## src/rtl/prt_pkg.sv

```systemverilog
`default_nettype none
package prt_pkg;

    localparam int unsigned KIND_W    = 2;
    localparam int unsigned ADDR_W    = 16;
    localparam int unsigned TIME_W    = 32;
    localparam int unsigned IDX_OUT_W = 4;
    localparam int unsigned MAX_EMIT  = 16;

    typedef enum logic [KIND_W-1:0] {
        KIND_INSERT = 2'd0,
        KIND_FIND   = 2'd1,
        KIND_CLEAR  = 2'd2,
        KIND_SORT   = 2'd3
    } kind_t;

    typedef struct packed {
        logic [KIND_W-1:0] kind;
        logic [ADDR_W-1:0] peer_address;
        logic [TIME_W-1:0] expiry_time;
        logic [TIME_W-1:0] delivery_time;
        logic [TIME_W-1:0] current_time;
    } cmd_item_t;

    typedef struct packed {
        logic [IDX_OUT_W-1:0] entry_index;
        logic                 index_valid;
        logic                 table_changed;
        logic                 last_result;
    } rsp_item_t;

endpackage
`default_nettype wire

```

## src/rtl/prt_ctrl.sv

```systemverilog
`default_nettype none
// Command sequencer. Find and clear walk the linked lists one entry per cycle;
// it carries all list pointers, and the datapath holds the entry contents.
module prt_ctrl #(
    parameter int unsigned DEPTH = 16,
    parameter int unsigned PW    = 5
) (
    input  wire logic                 clk,
    input  wire logic                 rst_n,
    input  wire logic                 in_valid,
    output logic                      in_stall,
    input  wire prt_pkg::cmd_item_t   in_item,
    output logic                      out_valid,
    input  wire logic                 out_stall,
    output prt_pkg::rsp_item_t        out_item,
    // datapath command and status
    output logic                      dp_write,
    output logic [PW-2:0]             dp_widx,
    output logic [PW-2:0]             dp_ridx,
    input  wire logic                 dp_addr_hit,
    input  wire logic                 dp_expired,
    input  wire logic [31:0]          dp_key
);
    import prt_pkg::*;

    localparam logic [PW-1:0] NIL = PW'(DEPTH);

    typedef enum logic [7:0] {
        S_IDLE   = 8'b0000_0001,
        S_FIND   = 8'b0000_0010,
        S_CLEAR  = 8'b0000_0100,
        S_SNEXT  = 8'b0000_1000,
        S_SCMP   = 8'b0001_0000,
        S_SWALK  = 8'b0010_0000,
        S_EMIT   = 8'b0100_0000,
        S_OUT    = 8'b1000_0000
    } state_t;

    state_t state_reg, state_next;
    logic [PW-1:0] link_reg [DEPTH];
    logic [PW-1:0] link_next [DEPTH];
    logic [PW-1:0] free_head_reg, free_head_next;
    logic [PW-1:0] used_head_reg, used_head_next;
    logic [PW-1:0] cur_reg, cur_next;
    logic [PW-1:0] prev_reg, prev_next;
    logic [PW-1:0] pre_reg, pre_next;
    logic [PW-1:0] at_reg, at_next;
    logic [PW:0]   steps_reg, steps_next;
    logic [PW:0]   inner_reg, inner_next;
    logic [31:0]   key_reg, key_next;
    logic          changed_reg, changed_next;
    logic [PW:0]   emitted_reg, emitted_next;
    rsp_item_t     out_reg, out_next;
    logic          ov_reg, ov_next;

    function automatic logic is_entry(input logic [PW-1:0] v);
        return v < PW'(DEPTH);
    endfunction

    assign in_stall  = (state_reg != S_IDLE) || ov_reg;
    assign out_valid = ov_reg;
    assign out_item  = out_reg;

    always_comb
    begin
        logic [PW-1:0] nxt;
        logic [PW-1:0] pick;
        logic          done;
        state_next     = state_reg;
        link_next      = link_reg;
        free_head_next = free_head_reg;
        used_head_next = used_head_reg;
        cur_next       = cur_reg;
        prev_next      = prev_reg;
        pre_next       = pre_reg;
        at_next        = at_reg;
        steps_next     = steps_reg;
        inner_next     = inner_reg;
        key_next       = key_reg;
        changed_next   = changed_reg;
        emitted_next   = emitted_reg;
        out_next       = out_reg;
        ov_next        = ov_reg;
        dp_write       = 1'b0;
        dp_widx        = free_head_reg[PW-2:0];
        dp_ridx        = cur_reg[PW-2:0];
        nxt            = NIL;
        pick           = NIL;
        done           = 1'b0;
        if (ov_reg && !out_stall)
        begin
            ov_next = 1'b0;
        end
        case (state_reg)
            S_IDLE:
            begin
                if (in_valid && !ov_reg)
                begin
                    cur_next     = used_head_reg;
                    prev_next    = NIL;
                    steps_next   = '0;
                    changed_next = 1'b0;
                    emitted_next = '0;
                    case (kind_t'(in_item.kind))
                        KIND_INSERT:
                        begin
                            out_next = '0;
                            out_next.last_result = 1'b1;
                            if (is_entry(free_head_reg))
                            begin
                                dp_write = 1'b1;
                                link_next[free_head_reg[PW-2:0]] = used_head_reg;
                                used_head_next = free_head_reg;
                                free_head_next = link_reg[free_head_reg[PW-2:0]];
                                out_next.entry_index = IDX_OUT_W'(free_head_reg);
                                out_next.index_valid = 1'b1;
                            end
                            ov_next = 1'b1;
                        end
                        KIND_FIND:  state_next = S_FIND;
                        KIND_CLEAR: state_next = S_CLEAR;
                        KIND_SORT:
                        begin
                            if (is_entry(used_head_reg))
                            begin
                                cur_next = link_reg[used_head_reg[PW-2:0]];
                                link_next[used_head_reg[PW-2:0]] = NIL;
                                state_next = S_SNEXT;
                            end
                            else
                            begin
                                state_next = S_EMIT;
                            end
                        end
                        default: state_next = S_IDLE;
                    endcase
                end
            end
            S_FIND:
            begin
                // dp_addr_hit compares the entry at cur_reg.
                if (steps_reg >= (PW+1)'(DEPTH) || !is_entry(cur_reg))
                begin
                    out_next = '0;
                    out_next.last_result = 1'b1;
                    done = 1'b1;
                end
                else if (dp_addr_hit)
                begin
                    out_next = '0;
                    out_next.entry_index = IDX_OUT_W'(cur_reg);
                    out_next.index_valid = 1'b1;
                    out_next.last_result = 1'b1;
                    done = 1'b1;
                end
                else
                begin
                    cur_next   = link_reg[cur_reg[PW-2:0]];
                    steps_next = steps_reg + 1'b1;
                end
                if (done)
                begin
                    state_next = S_OUT;
                end
            end
            S_CLEAR:
            begin
                if (steps_reg >= (PW+1)'(DEPTH) || !is_entry(cur_reg))
                begin
                    out_next = '0;
                    out_next.table_changed = changed_reg;
                    out_next.last_result = 1'b1;
                    state_next = S_OUT;
                end
                else
                begin
                    nxt = link_reg[cur_reg[PW-2:0]];
                    if (dp_expired)
                    begin
                        if (is_entry(prev_reg))
                        begin
                            link_next[prev_reg[PW-2:0]] = nxt;
                        end
                        else
                        begin
                            used_head_next = nxt;
                        end
                        link_next[cur_reg[PW-2:0]] = free_head_reg;
                        free_head_next = cur_reg;
                        changed_next = 1'b1;
                    end
                    else
                    begin
                        prev_next = cur_reg;
                    end
                    cur_next   = nxt;
                    steps_next = steps_reg + 1'b1;
                end
            end
            S_SNEXT:
            begin
                // Fetch the key of cur; used_head_reg is the sorted head.
                if (steps_reg >= (PW+1)'(DEPTH) || !is_entry(cur_reg))
                begin
                    cur_next   = used_head_reg;
                    state_next = S_EMIT;
                end
                else
                begin
                    key_next   = dp_key;
                    at_next    = used_head_reg;
                    state_next = S_SCMP;
                end
            end
            S_SCMP:
            begin
                // Datapath reads at_reg (the head) here.
                dp_ridx = at_reg[PW-2:0];
                nxt = link_reg[cur_reg[PW-2:0]];
                if (key_reg <= dp_key)
                begin
                    link_next[cur_reg[PW-2:0]] = used_head_reg;
                    used_head_next = cur_reg;
                    cur_next   = nxt;
                    steps_next = steps_reg + 1'b1;
                    state_next = S_SNEXT;
                end
                else
                begin
                    pre_next   = used_head_reg;
                    at_next    = link_reg[used_head_reg[PW-2:0]];
                    inner_next = '0;
                    state_next = S_SWALK;
                end
            end
            S_SWALK:
            begin
                dp_ridx = at_reg[PW-2:0];
                if (inner_reg < (PW+1)'(DEPTH) && is_entry(at_reg) && key_reg > dp_key)
                begin
                    pre_next   = at_reg;
                    at_next    = link_reg[at_reg[PW-2:0]];
                    inner_next = inner_reg + 1'b1;
                end
                else
                begin
                    nxt = link_reg[cur_reg[PW-2:0]];
                    link_next[cur_reg[PW-2:0]] = at_reg;
                    link_next[pre_reg[PW-2:0]] = cur_reg;
                    cur_next   = nxt;
                    steps_next = steps_reg + 1'b1;
                    state_next = S_SNEXT;
                end
            end
            S_EMIT:
            begin
                if (!ov_reg || !out_stall)
                begin
                    out_next = '0;
                    ov_next  = 1'b1;
                    if (!is_entry(cur_reg))
                    begin
                        out_next.last_result = 1'b1;
                        state_next = S_IDLE;
                    end
                    else
                    begin
                        pick = link_reg[cur_reg[PW-2:0]];
                        out_next.entry_index = IDX_OUT_W'(cur_reg);
                        out_next.index_valid = 1'b1;
                        if (!is_entry(pick) || emitted_reg + 1'b1 >= (PW+1)'(MAX_EMIT)
                            || emitted_reg + 1'b1 >= (PW+1)'(DEPTH))
                        begin
                            out_next.last_result = 1'b1;
                            state_next = S_IDLE;
                        end
                        cur_next     = pick;
                        emitted_next = emitted_reg + 1'b1;
                    end
                end
            end
            S_OUT:
            begin
                ov_next    = 1'b1;
                state_next = S_IDLE;
            end
            default: state_next = S_IDLE;
        endcase
    end

    always_ff @(posedge clk or negedge rst_n)
    begin
        if (!rst_n)
        begin
            state_reg     <= S_IDLE;
            for (int i = 0; i < DEPTH; i++)
            begin
                link_reg[i] <= PW'(i + 1);
            end
            free_head_reg <= '0;
            used_head_reg <= NIL;
            ov_reg        <= 1'b0;
            cur_reg       <= NIL;
            prev_reg      <= NIL;
            pre_reg       <= NIL;
            at_reg        <= NIL;
            steps_reg     <= '0;
            inner_reg     <= '0;
            emitted_reg   <= '0;
            changed_reg   <= 1'b0;
        end
        else
        begin
            state_reg     <= state_next;
            link_reg      <= link_next;
            free_head_reg <= free_head_next;
            used_head_reg <= used_head_next;
            ov_reg        <= ov_next;
            cur_reg       <= cur_next;
            prev_reg      <= prev_next;
            pre_reg       <= pre_next;
            at_reg        <= at_next;
            steps_reg     <= steps_next;
            inner_reg     <= inner_next;
            emitted_reg   <= emitted_next;
            changed_reg   <= changed_next;
        end
    end

    always_ff @(posedge clk)
    begin
        key_reg  <= key_next;
        out_reg  <= out_next;
    end

endmodule
`default_nettype wire

```

## src/rtl/prt_dp.sv

```systemverilog
`default_nettype none
// Entry contents and the comparators that the sequencer consults.
module prt_dp #(
    parameter int unsigned DEPTH = 16,
    parameter int unsigned PW    = 5
) (
    input  wire logic               clk,
    input  wire prt_pkg::cmd_item_t in_item,
    input  wire logic               write,
    input  wire logic [PW-2:0]      widx,
    input  wire logic [PW-2:0]      ridx,
    input  wire logic [15:0]        find_addr,
    input  wire logic [31:0]        now,
    output logic                    addr_hit,
    output logic                    expired,
    output logic [31:0]             key
);
    import prt_pkg::*;

    logic [ADDR_W-1:0] addr_mem [DEPTH];
    logic [TIME_W-1:0] exp_mem  [DEPTH];
    logic [TIME_W-1:0] del_mem  [DEPTH];

    always_ff @(posedge clk)
    begin
        if (write)
        begin
            addr_mem[widx] <= in_item.peer_address;
            exp_mem[widx]  <= in_item.expiry_time;
            del_mem[widx]  <= in_item.delivery_time;
        end
    end

    assign addr_hit = (addr_mem[ridx] == find_addr);
    assign expired  = (exp_mem[ridx] < now);
    assign key      = del_mem[ridx];

endmodule
`default_nettype wire

```

## src/rtl/peer_ranging_table_core.sv

```systemverilog
`default_nettype none
// Peer ranging table: up to TABLE_DEPTH peer entries threaded as a used list
// and a LIFO free list. Each input item on the cmd channel is one command:
// insert, find by address, clear expired entries, or sort by delivery time.
// Results leave on the rsp channel, one item per result; last_result marks
// the final item of a command.
// Both channels use valid and stall; an item moves at an edge where valid
// is high and stall is low. The block works on one command at a time and
// raises cmd_stall until the last result has been taken.
// Insert answers in the cycle after acceptance; find and clear walk the
// used list one entry per cycle. Sort is an insertion sort over the used
// list, then gives one result per cycle while rsp_stall is low.
// Reset empties the table: all entries are free, entry zero first. Entry
// contents are undefined until written. A stalled result holds steady and
// the sequencer waits for it.
module peer_ranging_table_core #(
    parameter int unsigned TABLE_DEPTH = 16
) (
    input  wire logic               clk,
    input  wire logic               rst_n,
    input  wire logic               cmd_valid,
    output logic                    cmd_stall,
    input  wire prt_pkg::cmd_item_t cmd,
    output logic                    rsp_valid,
    input  wire logic               rsp_stall,
    output prt_pkg::rsp_item_t      rsp
);
    import prt_pkg::*;

    localparam int unsigned PW = $clog2(TABLE_DEPTH) + 1;

    logic          dp_write;
    logic [PW-2:0] dp_widx;
    logic [PW-2:0] dp_ridx;
    logic          dp_addr_hit;
    logic          dp_expired;
    logic [31:0]   dp_key;
    logic [15:0]   find_addr_reg;
    logic [31:0]   now_reg;

    // The command fields for the walk are held here for the datapath.
    always_ff @(posedge clk)
    begin
        if (cmd_valid && !cmd_stall)
        begin
            find_addr_reg <= cmd.peer_address;
            now_reg       <= cmd.current_time;
        end
    end

    prt_ctrl #(.DEPTH(TABLE_DEPTH), .PW(PW)) u_ctrl (
        .clk         (clk),
        .rst_n       (rst_n),
        .in_valid    (cmd_valid),
        .in_stall    (cmd_stall),
        .in_item     (cmd),
        .out_valid   (rsp_valid),
        .out_stall   (rsp_stall),
        .out_item    (rsp),
        .dp_write    (dp_write),
        .dp_widx     (dp_widx),
        .dp_ridx     (dp_ridx),
        .dp_addr_hit (dp_addr_hit),
        .dp_expired  (dp_expired),
        .dp_key      (dp_key)
    );

    prt_dp #(.DEPTH(TABLE_DEPTH), .PW(PW)) u_dp (
        .clk       (clk),
        .in_item   (cmd),
        .write     (dp_write),
        .widx      (dp_widx),
        .ridx      (dp_ridx),
        .find_addr (find_addr_reg),
        .now       (now_reg),
        .addr_hit  (dp_addr_hit),
        .expired   (dp_expired),
        .key       (dp_key)
    );

`ifndef SYNTHESIS
    // No new command while a result is still waiting.
    a_no_accept_with_rsp: assert property (@(posedge clk) disable iff (!rst_n)
        rsp_valid |-> cmd_stall) else $error("command taken with result pending");
    // A result without index_valid never carries an index.
    a_idx_zero: assert property (@(posedge clk) disable iff (!rst_n)
        (rsp_valid && !rsp.index_valid) |-> (rsp.entry_index == '0))
        else $error("stray entry index");
    // table_changed only comes with a plain final result.
    a_changed: assert property (@(posedge clk) disable iff (!rst_n)
        (rsp_valid && rsp.table_changed) |-> (rsp.last_result && !rsp.index_valid))
        else $error("bad clear result");
`endif

endmodule
`default_nettype wire

```

## config.mk

```make
export PLATFORM = sky130hd
export DESIGN_NAME = peer_ranging_table_core
export DESIGN_NICKNAME = d
export VERILOG_FILES = /design/src/rtl/prt_pkg.sv /design/src/rtl/prt_ctrl.sv /design/src/rtl/prt_dp.sv /design/src/rtl/peer_ranging_table_core.sv
export SDC_FILE = /design/constraint.sdc
export NUM_CORES = 2
export LEC_CHECK = 0
export ABC_AREA = 1
export BUFFER_PORTS_ARGS = -buffer_cell sky130_fd_sc_hd__buf_2
export CAP_MARGIN = 20
export CORE_MARGIN = 2
export CORE_UTILIZATION = 38
export CTS_BUF_LIST = sky130_fd_sc_hd__clkbuf_4 sky130_fd_sc_hd__clkbuf_8
export DETAILED_ROUTE_END_ITERATION = 6
export PLACE_DENSITY = 0.57
export SYNTH_ARGS = -nofsm -noshare
export SYNTH_HDL_FRONTEND = slang
export SYNTH_SLANG_ARGS = --single-unit
```

## constraint.sdc

```tcl
create_clock -name clk -period 9.7 [get_ports clk]
set_clock_uncertainty 0.15 [all_clocks]
set_input_delay 1.94 -clock clk [delete_from_list [all_inputs] [get_ports clk]]
set_output_delay 1.94 -clock clk [all_outputs]
set_load 0.03 [all_outputs]
```

After elaboration in Yosys (flattened, before gate mapping)
Memory sizes are Yosys's and may differ from the RTL's. Index checks and enable logic that the tools add are counted.

Bits in registers: 224. RAM bits: 1280. Input port bits: 118. Output and inout port bits: 9. Word-level logic and storage cells: 289. Memories: 3.

Add/sub/neg operators: 3. Order comparisons: 23. Eq/ne operators: 38. Muxes and demuxes: 133. Bitwise gates (word level): 10. Reduce and logical (&&, ||, !) cells: 44.

Memory list: u_dp.del_mem (words 16, bits a word 32, rd ports 1, clocked after Yosys merged registers in 0, wr ports 1, line prt_dp.sv:22) `logic [TIME_W-1:0] del_mem [DEPTH];`; u_dp.exp_mem (words 16, bits a word 32, rd ports 1, clocked after Yosys merged registers in 0, wr ports 1, line prt_dp.sv:21) `logic [TIME_W-1:0] exp_mem [DEPTH];`; u_dp.addr_mem (words 16, bits a word 16, rd ports 1, clocked after Yosys merged registers in 0, wr ports 1, line prt_dp.sv:20) `logic [ADDR_W-1:0] addr_mem [DEPTH];`.

Operator list (count): 80-bit 2-to-1 mux (11); 80-bit bitwise mux (6); 80-bit one-hot mux with 4 select lines (1); 5-bit 2-to-1 mux (44); 80-bit one-hot mux with 2 select lines (1); 5-bit demux with 4-bit select (5); 5-bit binary-select mux with 4-bit select (4); 6-bit 2-to-1 mux (11); 64-bit AND (1); 64-bit inverter (1); 7-bit 2-to-1 mux (8); 8-bit 2-to-1 mux (7); 8-bit one-hot mux with 7 select lines (1); 5-bit one-hot mux with 7 select lines (1); 32-bit > comparator (1); 32-bit <= comparator (1); 32-bit less-than comparator (1); 5-bit greater-or-equal comparator (second input constant) (6); 5-bit less-than comparator (second input constant) (6); 4-bit inverter with 5-bit output (6); 5-bit one-hot mux with 3 select lines (2); 6-bit one-hot mux with 5 select lines (1); 7-bit one-hot mux with 4 select lines (1); 5-bit by 1-bit less-than comparator with 1-bit output (second input constant) (5); 48 further kinds (119).

Longest topological paths before layout
Depth in word-level cells: 14. Depth in mapped cells: 34. Depth with buffers taken out: 28.

Modules after synthesis
From an unflattened synthesis, not the netlist that was laid out.

Cell total of the unflattened synthesis: 6594. Area, all modules: 69469.1 um^2.

Modules (own cells, without submodules): prt_dp (times used 1, cells an instance 3610, area an instance 50375.8 um^2, sequential area each 38436.9 um^2); prt_ctrl (times used 1, cells an instance 2934, area an instance 17641.9 um^2, sequential area each 4647.0 um^2); peer_ranging_table_core (times used 1, cells an instance 50, area an instance 1451.4 um^2, sequential area each 1441.4 um^2).

Worst setup path after synthesis
OpenSTA, ideal clock, no wires.

Path type: input-to-reg. From: input port cmd_valid. To: memory u_dp.addr_mem[10][0] (enable). Library setup time: 519 ps. Data arrival time: 8427 ps. Required time: 9031 ps. Slack: 603 ps. Stages: 5. Path buffers: 1. Path through: nand2_1 > nor2_1 > nand3_1 > clkbuf_1 > nor2_1.

Word-level cells in the longest chain between the ends: 5.

RTL lines: start, declared (line peer_ranging_table_core.sv:21) `input wire logic cmd_valid,`; 1-bit logical AND (line prt_ctrl.sv:97) `if (in_valid && !ov_reg)`; 1-bit 2-to-1 mux (line prt_ctrl.sv:97); 1-bit 2-to-1 mux (line prt_ctrl.sv:94) `case (state_reg)`; 1-bit 2-to-1 mux (line prt_dp.sv:26) `if (write)`; 1-bit 2-to-1 mux (implied by the code) (line prt_dp.sv:28) `addr_mem[widx] <= in_item.peer_address;`; end, declared (line prt_dp.sv:20).

No other way between the ends.

==> metrics.md <==
| Metric | Value |
|---|---|
| Final Setup Violations | 0 |
| Switching power | 7144 µW |
| Die height | 432.7 µm |
| Hold Slack | 0.3321 ns |
| First-pass GRT wire length | 361300 µm |
| Placed Cells | 8977 |
| Global route total overflow | 0 |
| Dominant cells by area after synthesis | edfxtp_1, nand2_1, nand3_1 |
| MaxCap Viol Count | 0 |
| Vias | 55250 |
| Worst setup SP type | flop |
| Combinational power share | 30.4% |
| Hold path cells | 2 |
| Reg2Reg Depth | 26 |
| Largest registers | u_dp.del_mem: 512 flops, u_dp.exp_mem: 512 flops, u_dp.addr_mem: 256 flops |
| Via-per-instance ratio | 5.847 |
| Worst Path Required | 10.39 ns |
| CTS root buffer | clkbuf_8 |
| Crit path capture type | flop |
| Status | finished, violations left |
| EDFF count, synth | 1367 |
| Number of register bits inferred by synthesis | 1504 |
| Post-synth top area share | 58.79% |
| Routed Antenna Nets | 0 |
| Synth Area per Inst | 10.40 µm² |
| Synth Instances | 6712 |
| Total track usage | 26.08% |
| Pre-CTS WS | 2.303 ns |
| CTS tree | done |
| Clock sink count | 1504 |
| Core ar. | 182900 µm² |
| Ratio of cells with drive above 1 in the final layout | 10.87% |
| Clk_lat worst skew | 1.03 ns |
| Reg2reg start | u_ctrl.state_reg[0] |
| CTS Buffer Depth | 4 |
| DRT Wirelength | 248800 µm |
| Seq pwr share | 39.4% |
| GP Congestion | 1.002 |
| Fin Setup TNS | 0 ns |
| Fmax | 0.1344 GHz |
| Fillers | 17380 |
| Hold Fails Final Rpt | 0 |
| Drt initial violations | 6858 |
| Total CTS buffers | 277 |
| Residual DRC | 1 |
| Sw Share | 37.55% |
| Layout Area Growth over Synthesis | 11.99% |
| Pin count of the biggest net entering global routing | 169 |
| Postcts setup bufs | 0 |
| Starting Density | 38.18% |
| Syn_nets | 6896 |
| Clock share of power | 30.2% |
| Detailed Place HPWL | 135700 µm |
| Drt pass-1 iters | 7 |
| Die width | 432.7 µm |
| P_leak | 0.02764 µW |
| P_int | 11880 µW |
| Failing checks | DRC |
| Post-Layout Cell Count | 9450 |
| Initial antenna violation count | 40 |
| Rows | 157 |
| Max-slew violations | 0 |
| IO Pins | 127 |
| Post-CTS Hold Fix Bufs | 0 |
| Tmin final | 7.440 ns |
| Post-synth top area cell | edfxtp_1 |
| Mapped Area | 69830 µm² |
| RSZ-0062 raised after global routing | false |
| R2R Setup Slk | 2.26 ns |
| Worst hold path class | flop to flop |
| Register area share after synthesis | 63.76% |
| Post-synth cell types | 51 |
| Layout Nets | 6976 |
| Worst setup path startpoint | u_ctrl.state_reg[0] |
| Main flop type after synthesis | edfxtp_1 |
| Pwr dens | 243.3 nW/µm² |
| CTS H-tree depth | 5 |
| Die area | 187200 µm² |
| CP Class | flop to flop |
| CP max FO | 96 |
| Synth async-reset ratio | 9.109% |
| Slew Limit Headroom | 13.92% |
| Final cycle utilization of the critical path | 76.70% |
| Worst vdd ir | 0.1952 mV |
| Number of global-route vias before repair | 52680 |
| Post-CTS Resized | 0 |
| CP arrival | 8.13 ns |
| Worst-Margin Slew | 1.288 ns |
| I/O Buffers | 126 |
| Final setup margin | 2.260 ns |
| Clock transition at path regs | 0.06 ns |
| YS warnings | 0 |
| Util after Layout | 42.76% |
| Avg WL per Cell | 26.33 µm |
## worst max-delay path by stage
stage,endpoint
after floorplan,u_dp.addr_mem[10][0]
after global placement,flop
after detailed placement,flop
after CTS,flop
after global routing,flop
final,flop
## layout make-up
class                      count  area [µm²]  area share [%]
sequential                  1504       44530           56.94
antenna                       15       37.54         0.04800
tap                         2464        3083           3.942
clock inverter                82       460.4          0.5888
clock buffer                 376        4612           5.898
multi-input combinational   4414       22390           28.64
inverter                     350        1326           1.696
timing repair buffer         245        1755           2.245
## stage by stage
| step | power (µW) | instance area (µm²) |
|---|---|---|
| floorplan | 11050 | 69830 |
| global placement | 13190 | 73070 |
| global route | 19870 | 78190 |
| CTS | 19000 | 78160 |
| finish | 19020 | 78200 |
| detailed placement | 13240 | 73090 |
## cell usage in the layout, fill, tap and decap left out, drive strengths merged, types with 2 or more instances in the layout
| master | count |
|---|---|
| edfxtp | 1367 |
| o21bai | 2 |
| xor2 | 11 |
| dfstp | 38 |
| clkbuf | 376 |
| a221oi | 10 |
| bufinv | 4 |
| xnor2 | 4 |
| a21oi | 209 |
| a22o | 6 |
| o21ai | 662 |
| or2 | 7 |
| nor2 | 524 |
| o221ai | 112 |
| buf | 245 |
| ha | 66 |
| o21a | 2 |
| dfrtp | 99 |
| a31oi | 4 |
| a22oi | 37 |
| inv | 331 |
| diode | 15 |
| o22ai | 160 |
| nor3 | 10 |
| o221a | 4 |
| and3 | 2 |
| nand3 | 826 |
| o2111ai | 73 |
| nand3b | 6 |
| nand4 | 102 |
| a32oi | 2 |
| clkinv | 93 |
| o32ai | 29 |
| a2111oi | 2 |
| nand2 | 1382 |
| o211ai | 137 |
| clkinvlp | 4 |
| a211oi | 11 |
| nor4 | 9 |
## synth_stat cells, types with 11 or more instances
library cell / count
edfxtp_1: 1367
nand2_1: 1367
nand3_1: 823
o21ai_0: 646
nor2_1: 523
clkbuf_1: 340
inv_1: 323
a21oi_1: 209
o22ai_1: 160
o211ai_1: 137
o221ai_1: 112
nand4_1: 102
dfrtp_1: 99
o2111ai_1: 73
ha_1: 66
buf_1: 52
dfstp_2: 38
a22oi_1: 37
o32ai_1: 29
buf_2: 26
clkinv_1: 21
buf_4: 18
xor2_1: 11
## cell families after synthesis
| kind of cell | count (synthesis) | share of synthesized area [%] |
|---|---|---|
| compound gates | 1463 | 12.80 |
| buf+inv | 794 | 4.497 |
| flops | 1504 | 63.76 |
| fa+ha+maj | 66 | 1.183 |
| simple gates | 2868 | 17.54 |
| mux | 2 | 0.03046 |
| xor+xnor | 15 | 0.1881 |
## critical path: stages, from the launching register on
cell and delay, ns:
dfstp_2 0.52, inv_1 0.06, nand2_2 0.15, nor2_8 0.06, nand2_4 0.36, nand2_4 0.28, o21ai_4 0.75, buf_4 0.41
o21ai_0 0.14, o221ai_1 0.21, o211ai_1 0.14, nand2_1 0.13, inv_1 0.05, ha_1 0.27, nand2_1 0.06, nor2_1 0.23
nand4_1 0.20, nor4_1 0.66, and3_1 0.27, a21oi_1 0.13, nand3_1 0.21, nand2_1 0.19, a211oi_4 0.19, buf_4 0.82
nand3_1 0.32, nand2_1 0.14, nand2_1 0.06
## metal layers
layer / up-vias / global-route usage, % / part of all wire, %
met5: - / 0 / 0.098
met4: 38 / 12.74 / 4.9
met3: 714 / 5.771 / 8.5
met2: 2753 / 40.65 / 46
met1: 27150 / 34.41 / 41
li1: 24600 / - / -
## power by group through the flow
stage | Clock [µW] | Sequential, µW | Combinational (µW)
after floorplan | 0 | 7550 | 3500
after global placement | 0 | 7610 | 5580
after detailed placement | 0 | 7610 | 5640
after CTS | 5860 | 7480 | 5660
after global routing | 6160 | 7490 | 6220
final | 5750 | 7490 | 5790
(Power assumes the default switching activity.)
